### src/rtl/pcr_div.sv
`default_nettype none

// Restoring divider, one quotient bit per stage. The quotient must fit in QW bits,
// so the upper dividend bits start out below the divisor.
module pcr_div #(
   parameter int LANES  = 1,
   parameter int DW     = 48,
   parameter int VW     = 33,
   parameter int QW     = 17,
   parameter int SIDE_W = 1
) (
   input  logic                        clock,
   input  logic                        reset,
   input  logic                        en,
   input  logic                        in_valid,
   input  logic [LANES-1:0][DW-1:0]    in_num,
   input  logic [LANES-1:0][VW-1:0]    in_den,
   input  logic [SIDE_W-1:0]           in_side,
   output logic                        out_valid,
   output logic [LANES-1:0][QW-1:0]    out_quo,
   output logic [SIDE_W-1:0]           out_side
);

   localparam int RW = VW + 1;

   logic [QW-1:0]     v_ff;
   logic [SIDE_W-1:0] side_ff [QW];
   logic [RW-1:0]     rem_ff  [QW][LANES];
   logic [QW-1:0]     lo_ff   [QW][LANES];
   logic [QW-1:0]     quo_ff  [QW][LANES];
   logic [VW-1:0]     den_ff  [QW][LANES];

   logic [RW-1:0]     rem_src [QW][LANES];
   logic [QW-1:0]     lo_src  [QW][LANES];
   logic [QW-1:0]     quo_src [QW][LANES];
   logic [VW-1:0]     den_src [QW][LANES];
   logic [RW-1:0]     rem_in  [QW][LANES];
   logic [QW-1:0]     lo_in   [QW][LANES];
   logic [QW-1:0]     quo_in  [QW][LANES];

   always_comb begin
      logic [RW-1:0] t;
      for (int l = 0; l < LANES; l++) begin
         rem_src[0][l] = RW'(in_num[l] >> QW);
         lo_src[0][l]  = in_num[l][QW-1:0];
         quo_src[0][l] = '0;
         den_src[0][l] = in_den[l];
      end
      for (int j = 1; j < QW; j++) begin
         for (int l = 0; l < LANES; l++) begin
            rem_src[j][l] = rem_ff[j-1][l];
            lo_src[j][l]  = lo_ff[j-1][l];
            quo_src[j][l] = quo_ff[j-1][l];
            den_src[j][l] = den_ff[j-1][l];
         end
      end
      for (int j = 0; j < QW; j++) begin
         for (int l = 0; l < LANES; l++) begin
            t = {rem_src[j][l][RW-2:0], lo_src[j][l][QW-1]};
            lo_in[j][l] = lo_src[j][l] << 1;
            if (t >= {1'b0, den_src[j][l]}) begin
               rem_in[j][l] = t - {1'b0, den_src[j][l]};
               quo_in[j][l] = {quo_src[j][l][QW-2:0], 1'b1};
            end else begin
               rem_in[j][l] = t;
               quo_in[j][l] = {quo_src[j][l][QW-2:0], 1'b0};
            end
         end
      end
   end

   always_ff @(posedge clock) begin
      if (reset) begin
         v_ff <= '0;
      end else if (en) begin
         v_ff <= {v_ff[QW-2:0], in_valid};
      end
   end

   always_ff @(posedge clock) begin
      if (en) begin
         side_ff[0] <= in_side;
         for (int j = 1; j < QW; j++) begin
            side_ff[j] <= side_ff[j-1];
         end
         for (int j = 0; j < QW; j++) begin
            for (int l = 0; l < LANES; l++) begin
               rem_ff[j][l] <= rem_in[j][l];
               lo_ff[j][l]  <= lo_in[j][l];
               quo_ff[j][l] <= quo_in[j][l];
               den_ff[j][l] <= den_src[j][l];
            end
         end
      end
   end

   always_comb begin
      for (int l = 0; l < LANES; l++) begin
         out_quo[l] = quo_ff[QW-1][l];
      end
   end

   assign out_valid = v_ff[QW-1];
   assign out_side  = side_ff[QW-1];

endmodule

`default_nettype wire

### config.mk
export PLATFORM = sky130hd
export DESIGN_NAME = pcr_div
export DESIGN_NICKNAME = d
export VERILOG_FILES = /design/src/rtl/pcr_div.sv
export SDC_FILE = /design/constraint.sdc
export NUM_CORES = 2
export LEC_CHECK = 0
export BUFFER_PORTS_ARGS = -buffer_cell sky130_fd_sc_hd__buf_2
export CAP_MARGIN = 15
export CORE_UTILIZATION = 50
export CTS_CLUSTER_SIZE = 8
export DETAILED_ROUTE_END_ITERATION = 8
export MAX_ROUTING_LAYER = met4
export PLACE_DENSITY = 0.62
export SETUP_SLACK_MARGIN = 0.1
export SYNTH_ARGS = -nofsm -noshare
export SYNTH_HDL_FRONTEND = slang
export SYNTH_SLANG_ARGS = --single-unit
### constraint.sdc
create_clock -name clock -period 9 [get_ports clock]
set_clock_uncertainty 0.2 [all_clocks]
set_input_delay 0.45 -clock clock [delete_from_list [all_inputs] [get_ports clock]]
set_output_delay 0.45 -clock clock [all_outputs]
set_load 0.02 [all_outputs]
==> metrics.txt <==
status completed; Placed Cells 8726; Finished Layout Cells 9053; Psw about 11 mW; Iter 0 DRT Violations about 2.5k; DIE AREA 155000 sq um; Most common cell on crit path a211oi_1; Nets 7637; Total GRT Usage 0.221; I/O Buffers ~100; layout cells sized above 1 0.0909; # setup viols final 0; YS warnings 0; FMAX 0.185 GHz; WL per Instance 18.5 microns; met3 routed WL roughly 4.7 mm; clock sink total 1379; TNS Setup 0 ps; worst slew pin tran approximately 1200 ps; Clk pwr share 0.218; Mapped Avg Cell Area approximately 11 sq um; Hold WS 155 ps; Routed Antenna Nets 0; first-pass GRT wire length roughly 270 mm; Max Used Layer met4; Logic pwr share 0.441; Final min period roughly 5400 ps; CTS tree built; Top delay family on crit path compound AO/OA/AOI/OAI gates; H-tree levels 4; antenna violations before repair 1; num ports between 100 and 150; synthesized flop and latch total 1379; Pwr per Cell Area approximately 350 nW/um^2; DRC 0; crit-path cells inv_1, ha_1, inv_1, fa_1, a21o_1, a21o_1, a211oi_1, a211oi_1, o311ai_0, a21oi_1, a211oi_1, o21ai_4, buf_4, mux2_2; post-layout util 0.563; Gate Count Post-Synth between 6k and 7k; Area Growth Syn to Fin 11.5%; drt via density roughly 5.6; Post-synth EDFFs ~1.4k; RSZ-0062 raised after global routing no; clk buf depth 3; Reg clk slew, reported paths ~50 ps; P_int approximately 19 mW; most common cell after layout, fill and taps aside edfxtp_1; Sw Ratio 0.365; Max FO, Critical Path 49; vias 50.4k; Reg power frac 0.342; vias in the first global route around 52k; Slew Limit Fails 0; CP required slightly above 9000 ps; Final GP Congestion ~1.0; met2 routed WL between 90 and 100 mm; FP Rows 143; total CTS buffers approximately 190; Initial Utilization 0.505; Filler Cell Count roughly 13k; CP endpoint kind flip-flop; Root Buffer clkbuf_16; CP bufs+invs 3; Die Ht 394 microns; HP Class in2reg; WP data arrival approximately 5800 ps; Slowest-stage cell, CP o311ai_0; syn_nets about 7.4k; Setup CP Type reg2reg; GRT overflow 0; CP Launch Type flip-flop; largest net degree at the start of global routing about 180; Seq/Total Area, Yosys 0.537; final period utilization 0.600; Slew headroom 0.164; Skew-Pair Late Insertion Delay 800 ps; Most used DFF post-synth edfxtp_1; post-synthesis async set-or-reset flop share 0; Pwr Total 29.8 mW; detailed-route wire length between 150 and 200 mm; MaxCap Viol Count 0; Synth Cell Area a little under 80000 sq um; Leak roughly 35 nW; critical path's largest stage delay about 700 ps; drt first pass iters 6; Core ar. ~150000 sq um; met1 WL 57.3 mm; Cell variety after synth between 80 and 90; worst vdd ir ~0.24 mV; most frequent cells in the layout 1362 x edfxtp_1, 696 x inv_1, 564 x a21oi_1; Die X a little under 400 microns; Post-DP HPWL between 100 and 150 mm; final hold violation count 0
power groups by stage:
stage	sequential (mW)	clock [mW]	combinational, mW
after CTS	10.2	6.68	13.1
after detailed placement	10.3	0	12.9
after global routing	10.3	6.92	14.5
after global placement	10.3	0	12.8
final	10.2	6.48	13.1
after floorplan	9.94	0	10.1
final cells by class:
| cell class | instances | area [sq um] | share of cell area |
|---|---|---|---|
| timing repair buffer | 225 | 1730 | 0.0202 |
| tap | 2030 | 2540 | 0.0296 |
| clock buffer | 227 | 4980 | 0.0581 |
| inverter | 697 | 2620 | 0.0305 |
| clock inverter | 13 | 357 | 0.00416 |
| antenna | 1 | 2.50 | 0.0000292 |
| sequential | 1379 | 41200 | 0.481 |
| multi-input combinational | 4481 | 32200 | 0.376 |
per-stage QoR:
stage,area [sq um],worst slack (ps)
after floorplan,76900,5000
after global placement,79500,3680
after detailed placement,79500,3640
after CTS,85700,3600
after global routing,85700,3240
final,85700,3600
kinds of logic after synthesis:
kind of cell / after synthesis / synth area share
AO/OA/AOI/OAI: 1805 / 0.148
flip-flops: 1379 / 0.537
AND/OR/NAND/NOR: 1377 / 0.0841
buffers and inverters: 893 / 0.0453
adder cells (fa/ha/maj): 576 / 0.0953
XOR/XNOR: 450 / 0.0513
multiplexers: 273 / 0.0395
state kept, by name, indices dropped and copies added, names as in the netlist:
register / cells
quo_ff: 153
side_ff: 17
v_ff: 17
den_ff: 528
rem_ff: 528
lo_ff: 136
synthesized netlist by cell type, types with 20 or more instances:
| master | count | area (sq um) |
|---|---|---|
| nand2b_1 | 62 | 388 |
| and2_1 | 20 | 125 |
| or3_1 | 23 | 144 |
| ha_1 | 560 | 7010 |
| a21o_1 | 335 | 2510 |
| nor3_1 | 76 | 380 |
| o211ai_1 | 25 | 188 |
| xnor2_1 | 280 | 2450 |
| buf_4 | 20 | 150 |
| a21oi_1 | 565 | 2830 |
| and3_1 | 45 | 282 |
| nor2b_1 | 63 | 394 |
| o21ai_0 | 398 | 1990 |
| nand3_1 | 89 | 445 |
| a211oi_1 | 44 | 330 |
| o31ai_1 | 36 | 270 |
| nand4_1 | 103 | 644 |
| nor4_1 | 22 | 138 |
| mux2i_1 | 30 | 300 |
| o21a_1 | 58 | 435 |
| nand2_1 | 441 | 1660 |
| nor2_1 | 375 | 1410 |
| clkbuf_1 | 150 | 563 |
| o21bai_1 | 74 | 556 |
| a31oi_1 | 62 | 388 |
| inv_1 | 696 | 2610 |
| edfxtp_1 | 1362 | 40900 |
| mux2_2 | 242 | 2730 |
| xor2_1 | 170 | 1490 |
timing repair:
action                                  CTS  global route
endpoints found under the hold margin   136             0
gates resized for setup                   0             0
setup buffers                             0             0
hold buffers                             86             0
endpoints found under the setup margin    0             0
path summary, 6_finish.rpt:
kind | start | to | slack (ps) | depth (start not counted)
worst max-delay path | lo_ff[0][63] | rem_ff[0][142] | 3600 | 14
worst min-delay path | in_num[14] | lo_ff[0][14] | 160 | 2
worst max register to register | lo_ff[0][63] | rem_ff[0][142] | 3600 | 14
worst min register to register | lo_ff[0][56] | lo_ff[0][73] | 210 | 0
metal layers:
layer | GRT usage | vias up
met3 | 0.0289 | 509
li1 | - | 25100
met5 | - | -
met2 | 0.435 | 1015
met1 | 0.193 | 23800
met4 | 0.140 | 0
No activity file was read; power rests on OpenSTA's default activity.
