`config.mk`:
```
export PLATFORM = sky130hd
export DESIGN_NAME = pcr_isqrt
export DESIGN_NICKNAME = d
export VERILOG_FILES = /design/src/rtl/pcr_pkg.sv /design/src/rtl/pcr_isqrt.sv
export SDC_FILE = /design/constraint.sdc
export NUM_CORES = 2
export LEC_CHECK = 0
export ABC_CLOCK_PERIOD_IN_PS = 7400
export BUFFER_PORTS_ARGS = -buffer_cell sky130_fd_sc_hd__buf_2
export CELL_PAD_IN_SITES_DETAIL_PLACEMENT = 2
export CELL_PAD_IN_SITES_GLOBAL_PLACEMENT = 2
export CORE_MARGIN = 2
export CORE_UTILIZATION = 49
export DETAILED_ROUTE_END_ITERATION = 7
export PLACE_DENSITY = 0.84
export SLEW_MARGIN = 0
export SYNTH_ARGS = -nofsm -noshare
export SYNTH_HDL_FRONTEND = slang
export SYNTH_MEMORY_MAX_BITS = 65536
export SYNTH_SLANG_ARGS = --single-unit
```
`constraint.sdc`:
```
create_clock -name clock -period 7.4 [get_ports clock]
set_clock_uncertainty 0.15 [all_clocks]
set_input_delay 2.22 -clock clock [delete_from_list [all_inputs] [get_ports clock]]
set_output_delay 2.22 -clock clock [all_outputs]
set_load 0.03 [all_outputs]
```
`src/rtl/pcr_pkg.sv`:
```
`default_nettype none

package pcr_pkg;

   localparam int FRAC_BITS_DEF = 16;

   // configuration space
   localparam int                 CSR_AW           = 2;
   localparam logic [CSR_AW-1:0]  ADDR_RESTITUTION = '0;
   localparam logic [15:0]        RESTITUTION_RST  = 16'h8000;

   localparam int IN_DATA_W  = 288;
   localparam int OUT_DATA_W = 384;

   // isqrt of a 64-bit radicand, one result bit per stage
   localparam int SQRT_STEPS = 32;

   // datapath widths that do not depend on the fraction width
   localparam int S_W = 34;  // separating speed
   localparam int K_W = 36;  // scaled impulse magnitude, also vs
   localparam int P_W = 33;  // depth along the normal

   typedef struct packed {
      logic             is_floor;
      logic [2:0]       neg;
      logic [2:0][31:0] mag;
      logic [2:0][31:0] vel;
      logic [31:0]      inv_a;
      logic [31:0]      inv_b;
      logic [32:0]      mass_sum;
      logic [31:0]      depth;
   } geom_type;

   typedef struct packed {
      logic             is_floor;
      logic             degen;
      logic [2:0]       neg;
      logic [2:0][31:0] vel;
      logic [31:0]      depth;
   } back_type;

   function automatic logic [31:0] sat32(input logic signed [63:0] x);
      logic [31:0] r;
      if (x > 64'sd2147483647) begin
         r = 32'h7fff_ffff;
      end else if (x < -64'sd2147483648) begin
         r = 32'h8000_0000;
      end else begin
         r = x[31:0];
      end
      return r;
   endfunction

endpackage

`default_nettype wire

```
`src/rtl/pcr_isqrt.sv`:
```
`default_nettype none

module pcr_isqrt #(
   parameter int SIDE_W = 1
) (
   input  logic              clock,
   input  logic              reset,
   input  logic              en,
   input  logic              in_valid,
   input  logic [63:0]       in_rad,
   input  logic [SIDE_W-1:0] in_side,
   output logic              out_valid,
   output logic [31:0]       out_root,
   output logic [SIDE_W-1:0] out_side
);

   localparam int STEPS = pcr_pkg::SQRT_STEPS;

   logic [STEPS-1:0]  v_ff;
   logic [63:0]       rem_ff  [STEPS];
   logic [63:0]       res_ff  [STEPS];
   logic [SIDE_W-1:0] side_ff [STEPS];
   logic [63:0]       rem_src [STEPS];
   logic [63:0]       res_src [STEPS];
   logic [63:0]       rem_in  [STEPS];
   logic [63:0]       res_in  [STEPS];

   // one digit per stage, trial bit walks down from 2^62
   always_comb begin
      logic [63:0] bit_c;
      logic [63:0] trial;
      rem_src[0] = in_rad;
      res_src[0] = '0;
      for (int i = 1; i < STEPS; i++) begin
         rem_src[i] = rem_ff[i-1];
         res_src[i] = res_ff[i-1];
      end
      for (int i = 0; i < STEPS; i++) begin
         bit_c = 64'd1 << (62 - 2 * i);
         trial = res_src[i] + bit_c;
         if (rem_src[i] >= trial) begin
            rem_in[i] = rem_src[i] - trial;
            res_in[i] = (res_src[i] >> 1) + bit_c;
         end else begin
            rem_in[i] = rem_src[i];
            res_in[i] = res_src[i] >> 1;
         end
      end
   end

   always_ff @(posedge clock) begin
      if (reset) begin
         v_ff <= '0;
      end else if (en) begin
         v_ff <= {v_ff[STEPS-2:0], in_valid};
      end
   end

   always_ff @(posedge clock) begin
      if (en) begin
         side_ff[0] <= in_side;
         for (int i = 1; i < STEPS; i++) begin
            side_ff[i] <= side_ff[i-1];
         end
         for (int i = 0; i < STEPS; i++) begin
            rem_ff[i] <= rem_in[i];
            res_ff[i] <= res_in[i];
         end
      end
   end

   assign out_valid = v_ff[STEPS-1];
   assign out_root  = res_ff[STEPS-1][31:0];
   assign out_side  = side_ff[STEPS-1];

endmodule

`default_nettype wire

```
==> results of run 1 <==
==> per-stage QoR <==
step | cells | hold slack (ns)
after global placement | 13000 | 0.253
after floorplan | 9686 | 0.250
==> cells in the mapped netlist, types with 138 or more instances <==
cell      instances  area (um2)
clkbuf_1        149         559
ha_1            558        6980
nor3_1          259        1300
nor4_1          335        2100
o21ai_0         485        2430
nor2_1          632        2370
edfxtp_1       2544       76400
a21o_1          230        1730
xor2_1          422        3700
a21oi_1         564        2820
xnor2_1         466        4080
nand4_1         138         863
inv_1           695        2610
nand2_1         665        2500
nand3_1         179         896
==> logic make-up after synthesis <==
logic type / share of synthesized area, %
AND/OR/NAND/NOR: 11.8
flip-flops: 63.1
AO/OA/AOI/OAI: 9.13
buffers and inverters: 2.91
XOR/XNOR: 6.37
adder cells (fa/ha/maj): 5.71
multiplexers: 1.01
==> results.txt, run 1 <==
status: did not finish
Fail Step: detailed placement
Stop Error: [ERROR DPL-0033] detailed placement checks failed during check placement.
post-synthesis async set-or-reset flop share: 0%
Horiz. Die Dim: 503 um
Post-synth EDFFs: 2544
# rows: 183
Yosys cell types: 86
Yosys warning total: 0
number of port buffers: 102
die height: 503 um
top_reg_cell synth: edfxtp_1
Initial Utilization: 49.2%
I/O pin count: 103
sequential cell area fraction in the yosys report: 63.1%
Syn Nets: 10300
GP Congestion: 0.869
DP Wirelength: 351000 um
syn avg cell area: 12.6 um2
number of synthesized register bits: 2576
cell area after synthesis: 122000 um2
Mapped Cells: 9686
==> inputs of run 2 (changes only) <==
--- a/config.mk
+++ b/config.mk
@@ -7,12 +7,10 @@
 export LEC_CHECK = 0
 export ABC_CLOCK_PERIOD_IN_PS = 7400
 export BUFFER_PORTS_ARGS = -buffer_cell sky130_fd_sc_hd__buf_2
-export CELL_PAD_IN_SITES_DETAIL_PLACEMENT = 2
-export CELL_PAD_IN_SITES_GLOBAL_PLACEMENT = 2
 export CORE_MARGIN = 2
-export CORE_UTILIZATION = 49
+export CORE_UTILIZATION = 40
 export DETAILED_ROUTE_END_ITERATION = 7
-export PLACE_DENSITY = 0.84
+export PLACE_DENSITY_LB_ADDON = 0.15
 export SLEW_MARGIN = 0
 export SYNTH_ARGS = -nofsm -noshare
 export SYNTH_HDL_FRONTEND = slang
==> run 2 against run 1 <==
The run now ends clean. Synthesized area is the same. Synthesized cell count unchanged.
==> results.txt, run 2 <==
post-route ant nets: 0
initial antenna violation count: 9
fmax: 198 MHz
Setup Fix Bufs, Post-CTS: 0
DR vias: 76100
DRT Wirelength: 295000 um
leading cell type in the layout, fill and taps excluded: edfxtp_1
post-synthesis async set-or-reset flop share: 0% (unchanged)
Layout Cell Area excl Fill: 137000 um2
Crit path arrival time: 5.54 ns
die height: 557 um (+11%)
total power: 43.1 mW
worst slack, placed: 2.54 ns
Finished Layout Cells: 14200
number of synthesized register bits: 2576 (unchanged)
worst skew pair latency: 0.91 ns
Comb pwr share: 20.1%
drt drc: 0
Final Setup Violations: 0
Rel. slew slack: 12.6%
Horiz. Die Dim: 557 um (+11%)
cell taking the most area after synthesis: edfxtp_1
largest net degree at the start of global routing: 210
number of port buffers: 102 (unchanged)
status: finished clean
P&R area growth vs syn: 12.3%
Buf/Inv on CP: 3
max reg flops: 1984
GP Congestion: 0.880 (+1.3%)
pwr/cell area: 314 nW/um2
Yosys warning total: 0 (unchanged)
top flop regs: rem_ff: 1984 flops, res_ff: 528 flops
max_cap viols: 0
placed cell area: 128000 um2
DP Wirelength: 220000 um (-37%)
Max FO, Critical Path: 51
DR WL/cell: 20.8 um
I/O pin count: 103 (unchanged)
CP Capture Type: register
CP delay by family, top: compound AO/OA/AOI/OAI gates
RSZ-0062 raised after global routing: false
period utilization: 68.2%
vias per cell: 5.37
H-tree levels: 5
Largest stage delay, worst path: 0.74 ns
most frequent cell after synthesis: edfxtp_1
Final Hold Vio Count: 0
commonest non-fill, non-tap cells in the layout: 2544 x edfxtp_1, 695 x inv_1, 664 x nand2_1, 631 x nor2_1, 563 x a21oi_1
Yosys cell types: 86 (unchanged)
Post-synth EDFFs: 2544 (unchanged)
cell area after synthesis: 122000 um2 (unchanged)
CTS tree: done
Switching Fraction: 29.2%
Initial Utilization: 40.3% (-8.9 points)
Pre-antenna DRT Iters: 5
most flop-heavy register: rem_ff
Worst-path clk slew: 0.06 ns
worst setup margin: 2.35 ns
most numerous cell on the critical path: nor2_1
Worst EP required: 7.89 ns
die area: 310000 um2
aggregate global routing overflow: 0
share of total power in sequential cells: 46.3%
Final Util: 45.2%
hold_buf cts: 0
CTS sink count: 2576
post_cts resized: 0
TritonCTS buffer count: 294
top_reg_cell synth: edfxtp_1
number of cells after detailed placement: 13600
worst-margin pin slew: 1.31 ns
critical-path cell list: inv_1, ha_1, nor2b_1, o211ai_1, a211oi_1, nor4_1, o221ai_1, a21o_1, a211oi_4, buf_4, clkinv_1, nor2_1, nor2_1
setup TNS: 0 ns
core area: 303000 um2
layout net count: 10600
Synth area leaders: edfxtp_1 63%, ha_1 5.7%, xnor2_1 3.3%, xor2_1 3.0%, a21oi_1 2.3%
Final Max Slew Viols: 0
hold crit path type: register to register
post-layout minimum cycle time: 5.05 ns
CP Launch Type: register
CTS Root Cell: clkbuf_16
1st-iter DRT viols: 6001
Clk pwr share: 33.6%
vias in the first global route: 75500
Internal: 30.5 mW
CP max stage cell: nor4_1
Syn Nets: 10300 (unchanged)
sequential cell area fraction in the yosys report: 63.1% (unchanged)
top-area cell type share of the netlist area: 62.5% (unchanged)
fraction of layout cells with a size suffix above 1: 7.45%
Mapped Cells: 9686 (unchanged)
CP Class: register to register
Pleak: 51.1 nW
GRT Overall Usage: 18.6%
Post-synth top cells: 2544 x edfxtp_1, 695 x inv_1, 665 x nand2_1, 632 x nor2_1, 564 x a21oi_1
Net Sw Power: 12.6 mW
hold slack: 0.267 ns
Longest Clk Path Bufs: 4
first-pass GRT wire length: 450000 um
syn avg cell area: 12.6 um2 (unchanged)
# rows: 202 (+10%)
Peak VDD IR: 0.221 mV
## run 2: cell counts after synthesis
Identical to the previous run, type by type.
## run 2: worst register-to-register path, stage by stage, from the launching register on
cell	delay, ns
edfxtp_1	0.35
inv_1	0.06
ha_1	0.35
nor2b_1	0.17
o211ai_1	0.23
a211oi_1	0.14
nor4_1	0.74
o221ai_1	0.40
a21o_1	0.34
a211oi_4	0.48
buf_4	0.54
clkinv_1	0.56
nor2_1	0.23
nor2_1	0.08
## run 2: area by class of cell
class | count | area, um2
Antenna cell | 1 | 2.50
Clock buffer | 343 | 7580
Clock inverter | 191 | 2000
Fill cell | 27500 | 166000
Inverter | 698 | 2620
Multi-Input combinational cell | 6202 | 41700
Sequential cell | 2576 | 77000
Tap cell | 3978 | 4980
Timing Repair Buffer | 173 | 1260
## run 2: worst paths after layout
kind	startpoint	endpoint	slack (ns)	cells after the start
setup / recovery	res_ff[1][836]	rem_ff[1][905]	2.35	13
setup reg to reg	res_ff[1][836]	rem_ff[1][905]	2.35	13
hold / removal	rem_ff[0][735]	rem_ff[0][799]	0.27	0
hold reg to reg	rem_ff[0][735]	rem_ff[0][799]	0.27	0
## run 2: metal layers
metal	wire, um	share of wire (%)	track usage (%)	up-vias
li1	-	-	-	36700
met1	131000	44	24.9	37400
met2	146000	49	32.2	1528
met3	12100	4.1	2.30	363
met4	6210	2.1	4.58	0
met5	0	0	0	-
## run 2: cells by family (layout without fill, tap and decap cells)
| kind of cell | count (synthesis) | after routing | share of synthesized area, % |
|---|---|---|---|
| compound gates | 1806 | 1806 | 9.13 |
| xor+xnor | 888 | 888 | 6.37 |
| fa+ha+maj | 558 | 558 | 5.71 |
| buf+inv | 908 | 1405 | 2.91 |
| flops | 2576 | 2576 | 63.1 |
| mux | 114 | 114 | 1.01 |
| other cells | 0 | 1 | 0 |
| simple gates | 2836 | 2836 | 11.8 |
## run 2: power groups by stage
stage | Combinational [mW] | Sequential [mW] | Clock (mW)
2_1_floorplan | 6.34 | 19.5 | 0
3_5_place_dp | 8.59 | 20.3 | 0
6_report | 8.66 | 20.0 | 14.5
5_1_grt | 9.67 | 20.2 | 15.5
3_3_place_gp | 8.52 | 20.3 | 0
4_1_cts | 8.66 | 20.0 | 14.9
Power figures use the tool's default switching activity.
